[config.mk]
export PLATFORM = sky130hd
export DESIGN_NAME = msr_fifo
export DESIGN_NICKNAME = d
export VERILOG_FILES = /design/src/hw/rtl/msr_pkg.sv /design/src/hw/rtl/msr_fifo.sv
export SDC_FILE = /design/constraint.sdc
export NUM_CORES = 1
export LEC_CHECK = 0
export BUFFER_PORTS_ARGS = -buffer_cell sky130_fd_sc_hd__buf_2
export CAP_MARGIN = 0
export CORE_MARGIN = 5
export CORE_UTILIZATION = 49
export CTS_BUF_LIST = sky130_fd_sc_hd__clkbuf_8
export DETAILED_ROUTE_END_ITERATION = 12
export HOLD_SLACK_MARGIN = 0.02
export PLACE_DENSITY = 0.84
export SYNTH_ARGS = -nofsm -noshare
export SYNTH_HDL_FRONTEND = slang
export SYNTH_SLANG_ARGS = --single-unit
[constraint.sdc]
create_clock -name clk_i -period 2 [get_ports clk_i]
set_input_delay 0 -clock clk_i [delete_from_list [all_inputs] [get_ports clk_i]]
set_output_delay 0 -clock clk_i [all_outputs]
set_load 0.01 [all_outputs]
[src/hw/rtl/msr_pkg.sv]
// Package for the matrix store with rotation.
// Holds the item, result and command types and the queue constants.
// No dependencies.
package msr_pkg;

  localparam int DIM_W    = 7;
  localparam int IDX_W    = 6;
  localparam int ELEM_W   = 8;
  localparam int QDEPTH   = 2;
  localparam int QPTR_W   = 1;
  localparam int QCNT_W   = 2;

  typedef enum logic [2:0] {
    OP_READ      = 3'd0,
    OP_WRITE     = 3'd1,
    OP_FILL      = 3'd2,
    OP_CLEAR     = 3'd3,
    OP_CREATE    = 3'd4,
    OP_ROT_LEFT  = 3'd5,
    OP_ROT_RIGHT = 3'd6
  } op_e;

  typedef enum logic [1:0] {
    CMD_READ  = 2'd0,
    CMD_WRITE = 2'd1,
    CMD_SWEEP = 2'd2,
    CMD_REPLY = 2'd3
  } cmd_kind_e;

  typedef enum logic {
    BK_IDLE  = 1'b0,
    BK_SWEEP = 1'b1
  } back_state_e;

  typedef struct packed {
    op_e               op;
    logic [IDX_W-1:0]  row;
    logic [IDX_W-1:0]  col;
    logic [ELEM_W-1:0] value;
    logic [DIM_W-1:0]  new_rows;
    logic [DIM_W-1:0]  new_cols;
  } item_t;

  typedef struct packed {
    logic [ELEM_W-1:0] data;
    logic              ok;
  } result_t;

  // For a sweep, prow and pcol carry the extent of the region to walk.
  typedef struct packed {
    cmd_kind_e         kind;
    logic [DIM_W-1:0]  prow;
    logic [DIM_W-1:0]  pcol;
    logic [ELEM_W-1:0] value;
    logic              ok;
  } cmd_t;

endpackage

[src/hw/rtl/msr_fifo.sv]
// Two-entry command queue between the front and back parts.
// Depends on msr_pkg.
module msr_fifo
  import msr_pkg::*;
(
  input  logic clk_i,
  input  logic rst_ni,
  input  logic push_i,
  input  cmd_t cmd_i,
  input  logic pop_i,
  output cmd_t cmd_o,
  output logic full_o,
  output logic empty_o
);

  cmd_t              mem_q [QDEPTH];
  logic [QPTR_W-1:0] wp_q, wp_d;
  logic [QPTR_W-1:0] rp_q, rp_d;
  logic [QCNT_W-1:0] cnt_q, cnt_d;
  logic              do_push, do_pop;

  assign full_o  = (cnt_q == QCNT_W'(QDEPTH));
  assign empty_o = (cnt_q == '0);
  assign do_push = push_i && !full_o;
  assign do_pop  = pop_i && !empty_o;
  assign cmd_o   = mem_q[rp_q];

  always_comb begin
    wp_d  = do_push ? wp_q + 1'b1 : wp_q;
    rp_d  = do_pop ? rp_q + 1'b1 : rp_q;
    cnt_d = cnt_q + QCNT_W'(do_push) - QCNT_W'(do_pop);
  end

  always_ff @(posedge clk_i) begin
    if (do_push) begin
      mem_q[wp_q] <= cmd_i;
    end
  end

  always_ff @(posedge clk_i or negedge rst_ni) begin
    if (!rst_ni) begin
      wp_q  <= '0;
      rp_q  <= '0;
      cnt_q <= '0;
    end else begin
      wp_q  <= wp_d;
      rp_q  <= rp_d;
      cnt_q <= cnt_d;
    end
  end

endmodule

==> impl_metrics.toml, run 1 <==
[finish]
fin_nets = 216
final_cell_mix = "55 x buf_2, 50 x edfxtp_1, 26 x dlygate4sd3_1, 19 x mux2_4, 6 x mux2_2"
fillCellCount = 290
diodes = 0
syn2layout_area_growth_pct = 32.7
drive_gt1_share_pct = 50.0
layout.cells.most_common = "buf_2"

[timing]
drv_slew = 0
tns_ns = 0
fin_worst_skew_ns = 0.00577
fin_crit_ns = 1.62
tightest_slew_ns = 0.310
rsz0062_at_grt = "false"
worst_slack_ns = 0.383
fmax_ghz = 0.618
hold_slack_ns = 0.0227
max_slew_margin_pct = 79.3
finalCritPeriodShare_pct = 80.9
hold_viol = 0
setup_viol = 0

[setup_path]
critPathBufInv = 2
r2r-start = "cnt_q[1]"
critPathMaxStageDelay_ns = 0.52
r2r_slack_ns = 0.39
worstPathCellList = "buf_4 > mux2_4 > buf_2"
worstPathRequired_ns = 2.00
critical_path_class = "flop to output port"
crit_fanout = 13
r2r_cells = 7
arrival_ns = 1.62
critPathCaptureType = "output port"
critPathSlowestCell = "dfrtp_1"
startpoint_type = "flop"
crit_family = "flip-flops"
timing.rr.end = "cnt_q[1]"

[clock_network]
numCtsBuffers = 5
cts_tree = "done"
cts_hold_buf = 26
clkTransAtPathRegs_ns = 0.09
root_buffer = "clkbuf_8"
clockBufferDepth = 2
cts_sinks = 54
htreeDepth = 2
post_cts_buffers = 0
clk_latency_ns = 0.30
cts_resized = 0

[global_route]
grt_overflow = 0
grt_use_total_pct = 13.1
grt_max_degree = 22
grt_pass1_vias = 1240
grt_pass1_wl_um = 5500
antenna_found_initial = 0

[detailed_routing]
dr.pass1.iters = 4
num_vias = 1133
drt_wl_total_um = 3560
antenna_left = 0
drc = 0
avgViaCountPerCell = 4.80
drt_iter0_markers = 86
wl_per_cell_um = 15.1

[logic_synthesis]
syn_area_um2 = 2110
synth_edf_count = 50
ys_seq_elements = 54
ys.warnings.count = 0
synth_fp_nets = 127
synth_cell_types = 15
postSynthAreaPerCell_um2 = 21.9
postSynthCellCount = 96
async_flop_share_pct = 7.41
yosys_most_used_dff = "edfxtp_1"
synth_seq_area_share_pct = 76.1

[placement]
portBuffers = 55
hpwl_um = 2530
globalplace.congestion = 0.694
dpl_worst_slack_ns = 0.377

[floorplanning]
die_h_um = 75.6
rows = 23
die_w_um = 75.6
start_util_pct = 51.5
core-area_um2 = 4090
die-area_um2 = 5710
pin_count = 56

[pwr]
sequentialPowerShare_pct = 46.7
power_uw = 3550
p_per_area_nw_per_um2 = 1270
power_frac_clock_pct = 15.8
p_int_uw = 2500
irDropWorstVdd_v = 0.000748
p_leak_uw = 0.00114
comb_power_share_pct = 37.5
p_switching_uw = 1050
sw_frac_of_total_pct = 29.7

[hold_path]
hp-class = "input port to asynchronous set/reset pin"

[run]
maxCapViolCount = 0

[outcome]
status = "complete, no violations"
==> layer usage <==
layer,share of wire [%],vias up,GRT usage [%]
li1,-,542,-
met1,41,545,15.4
met2,51,42,23.0
met3,7.1,4,3.56
met4,1.4,0,4.85
met5,0,-,0
==> per-stage QoR <==
| step | utilization, % | cells | area, um2 |
|---|---|---|---|
| after global placement | 60.0 | 202 | 2450 |
| after CTS | 68.4 | 236 | 2800 |
| after global routing | 68.4 | 236 | 2800 |
| after detailed placement | 60.0 | 202 | 2450 |
| final | 68.4 | 236 | 2800 |
| after floorplan | - | 96 | 2110 |
==> power by group through the flow <==
stage                     combinational, uW  clock [uW]  sequential (uW)
after global placement                 1280           0             1670
final                                  1330         561             1660
after floorplan                         968           0             1640
after global routing                   1430         618             1690
after detailed placement               1320           0             1690
after CTS                              1360         581             1660
==> worst max-delay path by stage <==
| stage | cells after the start | from | slack, ns | to |
|---|---|---|---|---|
| final | 3 | rp_q | 0.38 | cmd_o[6] |
| after global routing | 7 | cnt_q[1] | 0.24 | cnt_q[1] |
| after CTS | 7 | cnt_q[1] | 0.35 | cnt_q[1] |
| after detailed placement | 7 | cnt_q[1] | 0.38 | cnt_q[1] |
| after global placement | 7 | cnt_q[1] | 0.53 | cnt_q[1] |
| after floorplan | 3 | cnt_q[1] | 0.34 | mem_q[0][0] |
==> worst register-to-register path: stages (launching register included) <==
cell      delay (ns)
dfrtp_1         0.42
nand2b_1        0.12
nand2_1         0.13
ha_1            0.30
inv_1           0.04
ha_1            0.19
xnor2_1         0.20
xnor2_1         0.15
==> sequential cells by signal (all words and copies together), names as in the netlist <==
name and count:
mem_q 50, cnt_q 2, wp_q 1, rp_q 1
==> synth_stat cells, drive strengths merged (2+ instances only) <==
| library cell | number | area [um2] |
|---|---|---|
| edfxtp | 50 | 1500 |
| dfrtp | 4 | 100 |
| inv | 2 | 7.51 |
| ha | 2 | 25.0 |
| nor2 | 2 | 7.51 |
| buf | 3 | 51.3 |
| xnor2 | 3 | 26.3 |
| mux2 | 25 | 353 |
==> area by class of cell <==
cell class / instances / area (um2) / area share [%]
flip-flops and latches: 54 / 1600 / 57.3
well taps: 50 / 62.6 / 2.24
multi-input cells: 37 / 448 / 16.0
clock buffers: 5 / 68.8 / 2.46
inverters: 2 / 7.51 / 0.269
clock inverters: 3 / 16.3 / 0.582
repair buffers: 85 / 591 / 21.1
==> cell families (layout without fill, tap and decap cells) <==
family	count (synthesis)	in the layout	synth area share, %
buffers and inverters	5	95	2.79
xor gates and xnor gates	4	4	1.66
muxes	25	25	16.8
adders and majority gates	2	2	1.19
DFF	54	54	76.1
and+or+nand+nor	6	6	1.55
No activity file was read; power rests on OpenSTA's default activity.
==> inputs of run 2 (changes only) <==
- clock period: 2 -> 1.3 ns (I/O delays scaled with it)
==> impl_metrics.toml, run 2 (synthesis results as in run 1) <==
[timing]
drv_slew = 0
fin_crit_ns = 1.46
hold_viol = 0
setup_viol = 76
tightest_slew_ns = 0.237
finalCritPeriodShare_pct = 112
fmax_ghz = 0.685
max_slew_margin_pct = 84.2
fin_worst_skew_ns = 0.00403
worst_slack_ns = -0.160
rsz0062_at_grt = "true"
hold_slack_ns = 0.130

[global_route]
grt_pass1_vias = 1312
grt_max_degree = 19
grt_overflow = 0
antenna_found_initial = 0
grt_pass1_wl_um = 6130
grt_use_total_pct = 15.2

[placement]
portBuffers = 55
globalplace.congestion = 0.656
hpwl_um = 2700

[finish]
largest_reg_flops = 50
diodes = 0
fillCellCount = 219
final_core_util_pct = 79.9
drive_gt1_share_pct = 58.5
ff_latch_area_um2 = 1600
final_cell_mix = "50 x edfxtp_1, 30 x buf_2, 29 x buf_6, 27 x dlygate4sd3_1, 25 x mux2_4"
fin_nets = 230
layout.cells.most_common = "edfxtp_1"
largest_register = "mem_q"
syn2layout_area_growth_pct = 55.1
reg_top3 = "mem_q (50), cnt_q (2)"
multi_input_area_um2 = 536

[clock_network]
cts_sinks = 54
clk_latency_ns = 0.30
clockBufferDepth = 2
root_buffer = "clkbuf_8"
cts_tree = "done"
htreeDepth = 2
numCtsBuffers = 5
clkTransAtPathRegs_ns = 0.09

[detailed_routing]
antenna_left = 0
avgViaCountPerCell = 4.77
drt_iter0_markers = 55
wl_met1_um = 1540
dr.max_layer_used = "met4"
dr.pass1.iters = 4
drc = 0
drt_wl_total_um = 4230
dr_wl_met2_um = 2370
num_vias = 1192
routed-wl-met3_um = 272
wl_per_cell_um = 16.9

[floorplanning]
core-area_um2 = 4090
die_h_um = 75.6
die_w_um = 75.6
pin_count = 56
rows = 23
start_util_pct = 51.5
die-area_um2 = 5710

[setup_path]
arrival_ns = 1.66
critPathCaptureType = "flop"
timing.rr.end = "cnt_q[1]"
worstPathRequired_ns = 1.50
cp-startpoint = "cnt_q[0]"
crit_fanout = 3
r2r_cells = 7
critical_path_class = "flop to flop"
r2r-start = "cnt_q[0]"
startpoint_type = "flop"
r2r_slack_ns = -0.16
endpoint = "cnt_q[1]"

[pwr]
p_leak_uw = 0.00134
p_per_area_nw_per_um2 = 2150
irDropWorstVdd_v = 0.00125

[hold_path]
hp-class = "input port to flop"
hold_depth = 4

[run]
maxCapViolCount = 0

[outcome]
violations = "setup timing"
status = "finished with violations"
[run 2: changes by cell type in the layout (fill, tap and decap cells not counted), moves of 2 or more]
cell       change
buf_2         -25
ha_4           +2
mux2_2         -6
nor2_4         +2
buf_6         +29
buf_4          +4
dfrtp_1        -2
clkbuf_16      +3
dfrtp_2        +2
ha_1           -2
mux2_4         +6
[run 2: how the worst min path moves through the flow]
stage          startpoint  endpoint  slack, ns
2_1_floorplan      rst_ni  cnt_q[0]      -0.30
3_3_place_gp       rst_ni  cnt_q[0]      -0.19
4_1_cts            push_i      wp_q       0.11
6_report           push_i      wp_q       0.13
5_1_grt            push_i      wp_q       0.14
3_5_place_dp       rst_ni  cnt_q[0]      -0.19
[run 2: stage by stage]
stage	TNS, ns	instances	area [um2]	total power (uW)	worst slack [ns]
final	-7.19	250	3270	7020	-0.160
after global routing	-10.96	250	3270	7360	-0.214
after CTS	-4.86	245	3110	6590	-0.161
after detailed placement	-3.32	209	2560	4930	-0.202
after global placement	-1.29	209	2560	4800	-0.113
after floorplan	-4.60	96	2150	4110	-0.145
[run 2: per-layer routing]
layer	global-route usage [%]	vias to the layer above
met5	0	-
met4	5.24	0
met3	4.62	6
met2	27.9	41
met1	16.4	570
li1	-	575
[run 2: worst max-delay path, stage by stage (launching register included)]
cell and delay (ns):
dfrtp_1 0.43, nand2b_4 0.17, nand2_4 0.05, ha_4 0.25, inv_2 0.04, ha_4 0.16, xnor2_2 0.13, xnor2_1 0.12
[run 2: power breakdown]
| group | switching, uW | internal [uW] |
|---|---|---|
| Clock | 529 | 573 |
| Combinational | 1230 | 2060 |
| Sequential | 226 | 2390 |
| Total | 1990 | 5030 |
[run 2: final cells by class]
class,count,area share [%]
inverter,2,0.230
timing repair buffer,99,28.9
multi-input combinational,37,16.4
clock buffer,5,2.11
tap,50,1.92
sequential,54,49.1
clock inverter,3,1.38
[run 2: timing repair]
item                                    4_1_cts  5_1_grt
pin swaps                                     4        0
hold endpoints to repair                     54        0
endpoints found under the setup margin       77       77
buffers inserted                              1        0
cloned                                        0        5
hold buffers                                 27        0
gates resized for setup                      28       12
