## config.mk

```make
export PLATFORM = sky130hd
export DESIGN_NAME = msr_front
export DESIGN_NICKNAME = d
export VERILOG_FILES = /design/src/hw/rtl/msr_pkg.sv /design/src/hw/rtl/msr_front.sv
export SDC_FILE = /design/constraint.sdc
export NUM_CORES = 1
export LEC_CHECK = 0
export BUFFER_PORTS_ARGS = -buffer_cell sky130_fd_sc_hd__buf_2
export CAP_MARGIN = 20
export CORE_ASPECT_RATIO = 0.6
export CORE_MARGIN = 8
export CORE_UTILIZATION = 40
export CTS_BUF_LIST = sky130_fd_sc_hd__clkbuf_8
export DETAILED_ROUTE_END_ITERATION = 16
export PLACE_DENSITY_LB_ADDON = 0.08
export SYNTH_ARGS = -nofsm -noshare
export SYNTH_HDL_FRONTEND = slang
export SYNTH_SLANG_ARGS = --single-unit
export TNS_END_PERCENT = 100
```

## constraint.sdc

```tcl
create_clock -name clk_i -period 4.6 [get_ports clk_i]
set_clock_uncertainty 0.2 [all_clocks]
set_input_delay 0.92 -clock clk_i [delete_from_list [all_inputs] [get_ports clk_i]]
set_output_delay 0.92 -clock clk_i [all_outputs]
set_load 0.005 [all_outputs]
```

## src/hw/rtl/msr_pkg.sv

```systemverilog
// Package for the matrix store with rotation.
// Holds the item, result and command types and the queue constants.
// No dependencies.
package msr_pkg;

  localparam int DIM_W    = 7;
  localparam int IDX_W    = 6;
  localparam int ELEM_W   = 8;
  localparam int QDEPTH   = 2;
  localparam int QPTR_W   = 1;
  localparam int QCNT_W   = 2;

  typedef enum logic [2:0] {
    OP_READ      = 3'd0,
    OP_WRITE     = 3'd1,
    OP_FILL      = 3'd2,
    OP_CLEAR     = 3'd3,
    OP_CREATE    = 3'd4,
    OP_ROT_LEFT  = 3'd5,
    OP_ROT_RIGHT = 3'd6
  } op_e;

  typedef enum logic [1:0] {
    CMD_READ  = 2'd0,
    CMD_WRITE = 2'd1,
    CMD_SWEEP = 2'd2,
    CMD_REPLY = 2'd3
  } cmd_kind_e;

  typedef enum logic {
    BK_IDLE  = 1'b0,
    BK_SWEEP = 1'b1
  } back_state_e;

  typedef struct packed {
    op_e               op;
    logic [IDX_W-1:0]  row;
    logic [IDX_W-1:0]  col;
    logic [ELEM_W-1:0] value;
    logic [DIM_W-1:0]  new_rows;
    logic [DIM_W-1:0]  new_cols;
  } item_t;

  typedef struct packed {
    logic [ELEM_W-1:0] data;
    logic              ok;
  } result_t;

  // For a sweep, prow and pcol carry the extent of the region to walk.
  typedef struct packed {
    cmd_kind_e         kind;
    logic [DIM_W-1:0]  prow;
    logic [DIM_W-1:0]  pcol;
    logic [ELEM_W-1:0] value;
    logic              ok;
  } cmd_t;

endpackage

```

## src/hw/rtl/msr_front.sv

```systemverilog
// Front part: accepts items, checks them against the matrix dimensions and
// orientation, and turns them into commands on physical coordinates.
// Depends on msr_pkg.
module msr_front
  import msr_pkg::*;
#(
  parameter int MAX_DIM = 64
) (
  input  logic  clk_i,
  input  logic  rst_ni,
  input  logic  start_i,
  input  item_t item_i,
  input  logic  full_i,
  output logic  push_o,
  output cmd_t  cmd_o
);

  // Dimensions are those of the stored (unrotated) matrix.
  logic [DIM_W-1:0] rows_q, rows_d;
  logic [DIM_W-1:0] cols_q, cols_d;
  logic [1:0]       orient_q, orient_d;

  logic [DIM_W-1:0] lrows, lcols, r7, c7, pr_m, pc_m, prow, pcol;
  logic             accept, in_range, have, create_ok;

  always_comb begin
    accept    = start_i && !full_i;
    lrows     = orient_q[0] ? cols_q : rows_q;
    lcols     = orient_q[0] ? rows_q : cols_q;
    r7        = {1'b0, item_i.row};
    c7        = {1'b0, item_i.col};
    pr_m      = rows_q - DIM_W'(1);
    pc_m      = cols_q - DIM_W'(1);
    in_range  = (r7 < lrows) && (c7 < lcols);
    have      = (rows_q != '0) && (cols_q != '0);
    create_ok = (item_i.new_rows != '0) && (item_i.new_cols != '0) &&
                (32'(item_i.new_rows) <= 32'(MAX_DIM)) &&
                (32'(item_i.new_cols) <= 32'(MAX_DIM));

    unique case (orient_q)
      2'd0: begin
        prow = r7;
        pcol = c7;
      end
      2'd1: begin
        prow = pr_m - c7;
        pcol = r7;
      end
      2'd2: begin
        prow = pr_m - r7;
        pcol = pc_m - c7;
      end
      default: begin
        prow = c7;
        pcol = pc_m - r7;
      end
    endcase

    rows_d      = rows_q;
    cols_d      = cols_q;
    orient_d    = orient_q;
    cmd_o.kind  = CMD_REPLY;
    cmd_o.prow  = '0;
    cmd_o.pcol  = '0;
    cmd_o.value = '0;
    cmd_o.ok    = 1'b0;

    unique case (item_i.op)
      OP_READ: begin
        if (in_range) begin
          cmd_o.kind = CMD_READ;
          cmd_o.prow = prow;
          cmd_o.pcol = pcol;
        end
      end
      OP_WRITE: begin
        if (in_range) begin
          cmd_o.kind  = CMD_WRITE;
          cmd_o.prow  = prow;
          cmd_o.pcol  = pcol;
          cmd_o.value = item_i.value;
        end
      end
      OP_FILL: begin
        if (have) begin
          cmd_o.kind  = CMD_SWEEP;
          cmd_o.prow  = rows_q;
          cmd_o.pcol  = cols_q;
          cmd_o.value = item_i.value;
        end
      end
      OP_CLEAR: begin
        if (have) begin
          cmd_o.kind = CMD_SWEEP;
          cmd_o.prow = rows_q;
          cmd_o.pcol = cols_q;
        end
      end
      OP_CREATE: begin
        if (create_ok) begin
          cmd_o.kind = CMD_SWEEP;
          cmd_o.prow = item_i.new_rows;
          cmd_o.pcol = item_i.new_cols;
          rows_d     = item_i.new_rows;
          cols_d     = item_i.new_cols;
          orient_d   = 2'd0;
        end
      end
      OP_ROT_LEFT: begin
        if (have) begin
          cmd_o.ok = 1'b1;
          orient_d = orient_q - 2'd1;
        end
      end
      OP_ROT_RIGHT: begin
        if (have) begin
          cmd_o.ok = 1'b1;
          orient_d = orient_q + 2'd1;
        end
      end
      default: begin
        cmd_o.kind = CMD_REPLY;
      end
    endcase
  end

  assign push_o = accept;

  always_ff @(posedge clk_i or negedge rst_ni) begin
    if (!rst_ni) begin
      rows_q   <= '0;
      cols_q   <= '0;
      orient_q <= '0;
    end else if (accept) begin
      rows_q   <= rows_d;
      cols_q   <= cols_d;
      orient_q <= orient_d;
    end
  end

endmodule

```

==> impl_metrics.csv, run 1 <==
group,metric,value,unit
grt,grt.total_usage,18.0,%
setup_path,reg2reg_depth,6,
synthesis,netlist-cell-type-count,52,
synthesis,seq_area_frac_synth,15.3,%
sta,finalSetupViolations,0,
placement,place.detailed.hpwl,7.01,mm
synthesis,synth.area.top_cells,"dfrtp_1, ha_1, mux2i_1",
synthesis,synthesis.instances,301,
setup_path,startpoint_types,"flop",
synthesis,ys_ff_latch,16,
cts,numCtsBuffers,3,
sta,final.period_utilization,92.7,%
die,num_io_pins,67,
die,die_width,120,um
setup_path,critical_path_arrival,3.14,ns
outcome,outcome,"completed",
synthesis,synth_async_sr_flop_share,100,%
setup_path,worstPathMaxFanout,7,
final_layout,layout.nets,428,
power_and_ir_drop,leakage,0.00141,uW
placement,place.gp.congestion,0.850,
sta,crit_path_time_final,4.26,ns
synthesis,yosys_warnings,0,
cts,ctsHtreeMaxLevel,1,
sta,setup-tns-final,0,ns
die,die-height,78.6,um
synthesis,synth_largest_type_area_fraction,15.3,%
power_and_ir_drop,design_power_total,1490,uW
power_and_ir_drop,worst_ir_drop_vdd,0.241,mV
synthesis,post_synth_fa_ha_maj_area_fraction,15.9,%
drt,detailed_route_vias_per_instance,5.76,
cts,post-cts-setup-buffers,0,
grt,grt_start_max_net_pins,19,
cts,cts_buffer_depth,2,
cts,clock_tree.root_cell,"clkbuf_8",
power_and_ir_drop,power_density,492,nW/um^2
die,rows,22,
drt,route.detailed.drc,0,
synthesis,syn-cell-area,2620,sq um
synthesis,synth_simple_gate_area_share,15.8,%
min_path,hold_class,"in -> async",
drt,postRouteAntennaNets,0,
synthesis,synth_flop_cell,"dfrtp_1",
setup_path,setup.worst_path.end_class,"primary output",
sta,clock.fmax,235,MHz
final_layout,layout_commonest_cell,"buf_2",
run,drv_cap,0,
drt,wire_per_inst,19.4,um
cts,clock_latency,0.25,ns
setup_path,critPathRequiredTime,3.48,ns
synthesis,synth_edf_count,0,
synthesis,synth_top_family_by_area,"compound AO/OA/AOI/OAI gates",
synthesis,post_synth_mux_area_share,20.0,%
cts,tritoncts_num_sinks,16,
setup_path,timing.setup.critical_path_class,"reg -> out",
final_layout,mostFrequentLayoutCells,"buf_2, ha_1, mux2i_1, o21ai_0, nor2_1",
drt,via_count,2524,
cts,cts_hold_repair.buffers,0,
synthesis,syn_area_per_cell,8.69,sq um
grt,globalRoute.totalOverflow,0,
synthesis,synth.net_count,374,
drt,dr.first_iter.drc_count,183,
final_layout,diodes,0,
sta,finalHoldViolations,0,
sta,max_slew_margin,57.9,%
final_layout,drive_above_1_share,27.1,%
synthesis,synth_xor_area_share,6.03,%
cts,postCtsResizedCells,0,
synthesis,netlist.top_cell.by_area,"dfrtp_1",
final_layout,flow.area_growth_from_synthesis,15.6,%
grt,initial_antenna_violation_count,0,
grt,first_global_vias,2551,
sta,final-max-slew-violation-count,0,
sta,worst-slew-pin-transition,0.614,ns
synthesis,synth_compound_gate_area_share,20.9,%
grt,grt_pass1_wl,13.8,mm
cts,tritoncts,"done",
drt,finalWirelength,8.48,mm
drt,first_pass_drt_iterations,5,
die,fp.dieArea,9470,sq um
placement,io_buffers,66,
final_layout,final.fill_count,620,
cts,cts.clk_slew.worst_paths,0.07,ns
sta,grt_setup_unrepaired,"false",
die,core_area,6220,sq um
die,start_util,42.0,%
==> area by class of cell <==
cell class              count  area (sq um)  area share, %
clock buffers               4          55.1           1.82
inverters                  13          48.8           1.61
multi-input cells         251          2050           67.9
flip-flops and latches     16           400           13.2
well taps                  84           105           3.48
repair buffers             70           360           11.9
==> layer usage <==
metal	GRT usage, %	vias to the layer above	share of wire (%)	routed length [um]
li1	-	1225	-	-
met1	26.9	1206	51	4340
met2	25.8	87	42	3530
met3	3.64	6	6.6	558
met4	3.22	0	0.72	61
met5	0	-	0	0
==> cells in the mapped netlist (all sizes together), types with 4 or more instances <==
master / n
mux2i: 27
nand2: 10
xor2: 7
nand3b: 6
inv: 13
nor2: 17
a221o: 4
xnor2: 11
nor4: 4
nor3: 8
nor3b: 4
clkbuf: 14
a22oi: 10
o21ai: 18
ha: 30
a21oi: 15
dfrtp: 16
nor2b: 14
a221oi: 6
buf: 7
mux2: 19
o21a: 5
==> state kept, by name, indices dropped and copies added (netlist names) <==
signal,count
cols_q,7
rows_q,7
orient_q,2
==> power by group <==
| group | switching (uW) | internal [uW] | total, uW |
|---|---|---|---|
| Sequential | 46.5 | 166 | 213 |
| Combinational | 624 | 525 | 1150 |
| Clock | 52.2 | 76.1 | 128 |
==> worst max-delay path: stages (launching register included) <==
cell and delay (ns):
dfrtp_1 0.42, ha_1 0.25, buf_4 0.20, mux2_2 0.25, ha_1 0.16, inv_1 0.06, fa_1 0.43, a21o_1 0.18
a211oi_1 0.22, nor2_1 0.09, a221oi_1 0.27, o21ai_0 0.18, buf_2 0.17
==> per-stage QoR <==
step	hold slack, ns	cell area [sq um]	util [%]	std cells	worst slack [ns]
after detailed placement	0.369	2970	47.7	434	0.397
after floorplan	0.333	2620	-	301	0.138
after global routing	0.400	3020	48.6	438	0.155
after global placement	0.367	2970	47.7	434	0.394
final	0.376	3020	48.6	438	0.336
after CTS	0.384	3020	48.6	438	0.362
==> final timing paths <==
check | start | to | slack [ns]
hold reg to reg | orient_q[1]$_DFFE_PN0P_ | orient_q[1]$_DFFE_PN0P_ | 0.38
hold / removal | rst_ni | cols_q[5]$_DFFE_PN0P_ | 0.38
setup / recovery | orient_q[1]$_DFFE_PN0P_ | cmd_o[13] | 0.34
max in group asynchronous | rst_ni | rows_q[1]$_DFFE_PN0P_ | 3.55
min in group clk_i | orient_q[1]$_DFFE_PN0P_ | orient_q[1]$_DFFE_PN0P_ | 0.38
setup reg to reg | rows_q[3]$_DFFE_PN0P_ | orient_q[0]$_DFFE_PN0P_ | 2.70
==> kinds of logic (layout without fill, tap and decap cells) <==
kind of cell	after synthesis	count (layout)
AO/OA/AOI/OAI	80	80
buffers and inverters	34	87
adder cells (fa/ha/maj)	32	32
AND/OR/NAND/NOR	75	75
XOR/XNOR	18	18
flip-flops	16	16
multiplexers	46	46
Power figures use the tool's default switching activity.
==> run 2: changes to the inputs <==
==> constraint.sdc (replaced) <==
create_clock -name clk_i -period 4.3 [get_ports clk_i]
set_clock_uncertainty 0.2 [all_clocks]
set_input_delay 0.86 -clock clk_i [delete_from_list [all_inputs] [get_ports clk_i]]
set_output_delay 0.86 -clock clk_i [all_outputs]
set_load 0.005 [all_outputs]
==> run 2 against run 1 <==
  * Critical path depth unchanged
  * Count of clock-buffer cells in the layout unchanged
  * Routed wire length grew 1.0%
  * Via count down 1.7%
  * Clock power up 9%
  * Hold slack worse by 0.045 ns
  * Cell area increased by 0.91%
  * Combinational power increased by 9%
  * Global-route usage fell by 0.33 points
  * Final cell count rose by 0.68%
  * Critical path type unchanged
  * Highest routed layer unchanged
==> impl_metrics.csv, run 2 (synthesis results as in run 1) <==
group,metric,value,unit
setup_path,worstPathMaxFanout,7,
power_and_ir_drop,worst_ir_drop_vdd,0.252,mV
setup_path,setup.worst_path.end_class,"primary output",
final_layout,diodes,0,
placement,place.detailed.hpwl,7.07,mm
drt,detailed_route_vias_per_instance,5.62,
drt,finalWirelength,8.57,mm
power_and_ir_drop,sw_frac_of_total,48.5,%
final_layout,layout.nets,431,
cts,clock_latency,0.26,ns
sta,crit_path_time_final,4.18,ns
die,die-height,78.6,um
sta,postLayoutSetupSlackWorst,0.116,ns
outcome,outcome,"completed",
die,fp.dieArea,9470,sq um
drt,route.detailed.drc,0,
placement,pre_cts_ws,0.254,ns
drt,dr.first_iter.drc_count,208,
placement,io_buffers,66,
die,start_util,42.0,%
sta,finalHoldViolations,0,
placement,placed_cell_area,2990,sq um
power_and_ir_drop,power.share.clock,8.7,%
cts,cts_hold_repair.buffers,0,
cts,tritoncts,"done",
setup_path,critical_path_arrival,3.12,ns
power_and_ir_drop,power.internal,831,uW
grt,initial_antenna_violation_count,0,
final_layout,stdcell_area,3050,sq um
final_layout,flow.area_growth_from_synthesis,16.7,%
die,num_io_pins,67,
power_and_ir_drop,comb_power_share,77.2,%
power_and_ir_drop,design_power_total,1610,uW
cts,clock_tree.root_cell,"clkbuf_8",
sta,grt_setup_unrepaired,"true",
power_and_ir_drop,power_density,529,nW/um^2
final_layout,mostFrequentLayoutCells,"buf_2, ha_1, mux2i_1, o21ai_0, nor2_1",
sta,clock.fmax,239,MHz
sta,finalHoldWorstSlack,0.331,ns
sta,finalSetupViolations,0,
drt,via_count,2480,
die,core_area,6220,sq um
grt,globalRoute.totalOverflow,0,
cts,tritoncts_num_sinks,16,
final_layout,reg.largest.list,"cols_q (7), rows_q (7), orient_q (2)",
sta,final-max-slew-violation-count,0,
final_layout,layout_commonest_cell,"buf_2",
sta,max_slew_margin,57.4,%
sta,final.period_utilization,97.3,%
cts,numCtsBuffers,3,
sta,worst-slew-pin-transition,0.621,ns
setup_path,critPathRequiredTime,3.24,ns
die,die_width,120,um
drt,first_pass_drt_iterations,5,
drt,postRouteAntennaNets,0,
min_path,hold_class,"in -> async",
sta,setup-tns-final,0,ns
final_layout,drive_above_1_share,28.3,%
power_and_ir_drop,leakage,0.00143,uW
grt,grt_start_max_net_pins,19,
placement,place.gp.congestion,0.838,
power_and_ir_drop,power.switching,783,uW
setup_path,startpoint_types,"flop",
grt,grt_pass1_wl,13.3,mm
grt,grt.total_usage,17.7,%
die,rows,22,
run,drv_cap,0,
cts,post-cts-setup-buffers,0,
drt,wire_per_inst,19.4,um
cts,cts_buffer_depth,2,
grt,first_global_vias,2426,
power_and_ir_drop,share_seq_of_total_power,14.1,%
setup_path,timing.setup.critical_path_class,"reg -> out",
cts,ctsHtreeMaxLevel,1,
cts,cts.clk_slew.worst_paths,0.08,ns
-- run 2: changes by cell type in the layout (fill, tap and decap cells not counted) --
cell,change
inv_1,-1
a211oi_1,-1
a211oi_2,+1
inv_2,+1
buf_4,+3
-- run 2: path summary, 6_finish.rpt --
path	start	endpoint	slack, ns	depth (start not counted)
worst min register to register	orient_q[1]$_DFFE_PN0P_	orient_q[1]$_DFFE_PN0P_	0.42	1
worst min-delay path	rst_ni	rows_q[4]$_DFFE_PN0P_	0.33	1
worst max-delay path	orient_q[1]$_DFFE_PN0P_	cmd_o[13]	0.12	12
min in group clk_i	orient_q[1]$_DFFE_PN0P_	orient_q[1]$_DFFE_PN0P_	0.42	1
worst max register to register	cols_q[3]$_DFFE_PN0P_	orient_q[1]$_DFFE_PN0P_	2.33	7
max in group asynchronous	rst_ni	rows_q[5]$_DFFE_PN0P_	3.27	1
-- run 2: area by class of cell --
cell class              instances  area [sq um]
inverters                      13          48.8
fillers                       647          3170
multi-input cells             251          2060
flip-flops and latches         16           400
clock buffers                   4          55.1
well taps                      84           105
repair buffers                 73           383
-- run 2: through the flow --
step / cells / utilization (%)
floorplan: 301 / -
CTS: 441 / 49.0
global placement: 437 / 48.1
finish: 441 / 49.1
global route: 441 / 49.1
detailed placement: 437 / 48.1
-- run 2: power by group through the flow --
stage / Combinational [uW] / Sequential (uW) / Clock [uW]
2_1_floorplan: 939 / 202 / 0
3_3_place_gp: 1230 / 229 / 0
3_5_place_dp: 1230 / 229 / 0
4_1_cts: 1240 / 227 / 142
5_1_grt: 1390 / 232 / 149
6_report: 1250 / 228 / 140
-- run 2: worst max-delay path, cell delays in order (launching register included) --
cell and delay [ns]:
dfrtp_1 0.43, ha_1 0.26, buf_4 0.20, mux2_2 0.24, ha_1 0.17, inv_1 0.06
fa_1 0.43, a21o_1 0.19, a211oi_1 0.23, nor2_1 0.09, a221oi_1 0.27, o21ai_0 0.16
buf_2 0.15
-- run 2: what timing repair did --
item,4_1_cts,5_1_grt
endpoints found under the setup margin,0,7
gates resized for setup,0,2
hold endpoints to repair,0,0
-- run 2: metal layers --
layer	up-vias	global-route usage [%]	wire, um
li1	1227	-	-
met1	1176	25.9	4360
met2	73	26.3	3590
met3	4	4.29	596
met4	0	1.36	30
met5	-	0	0
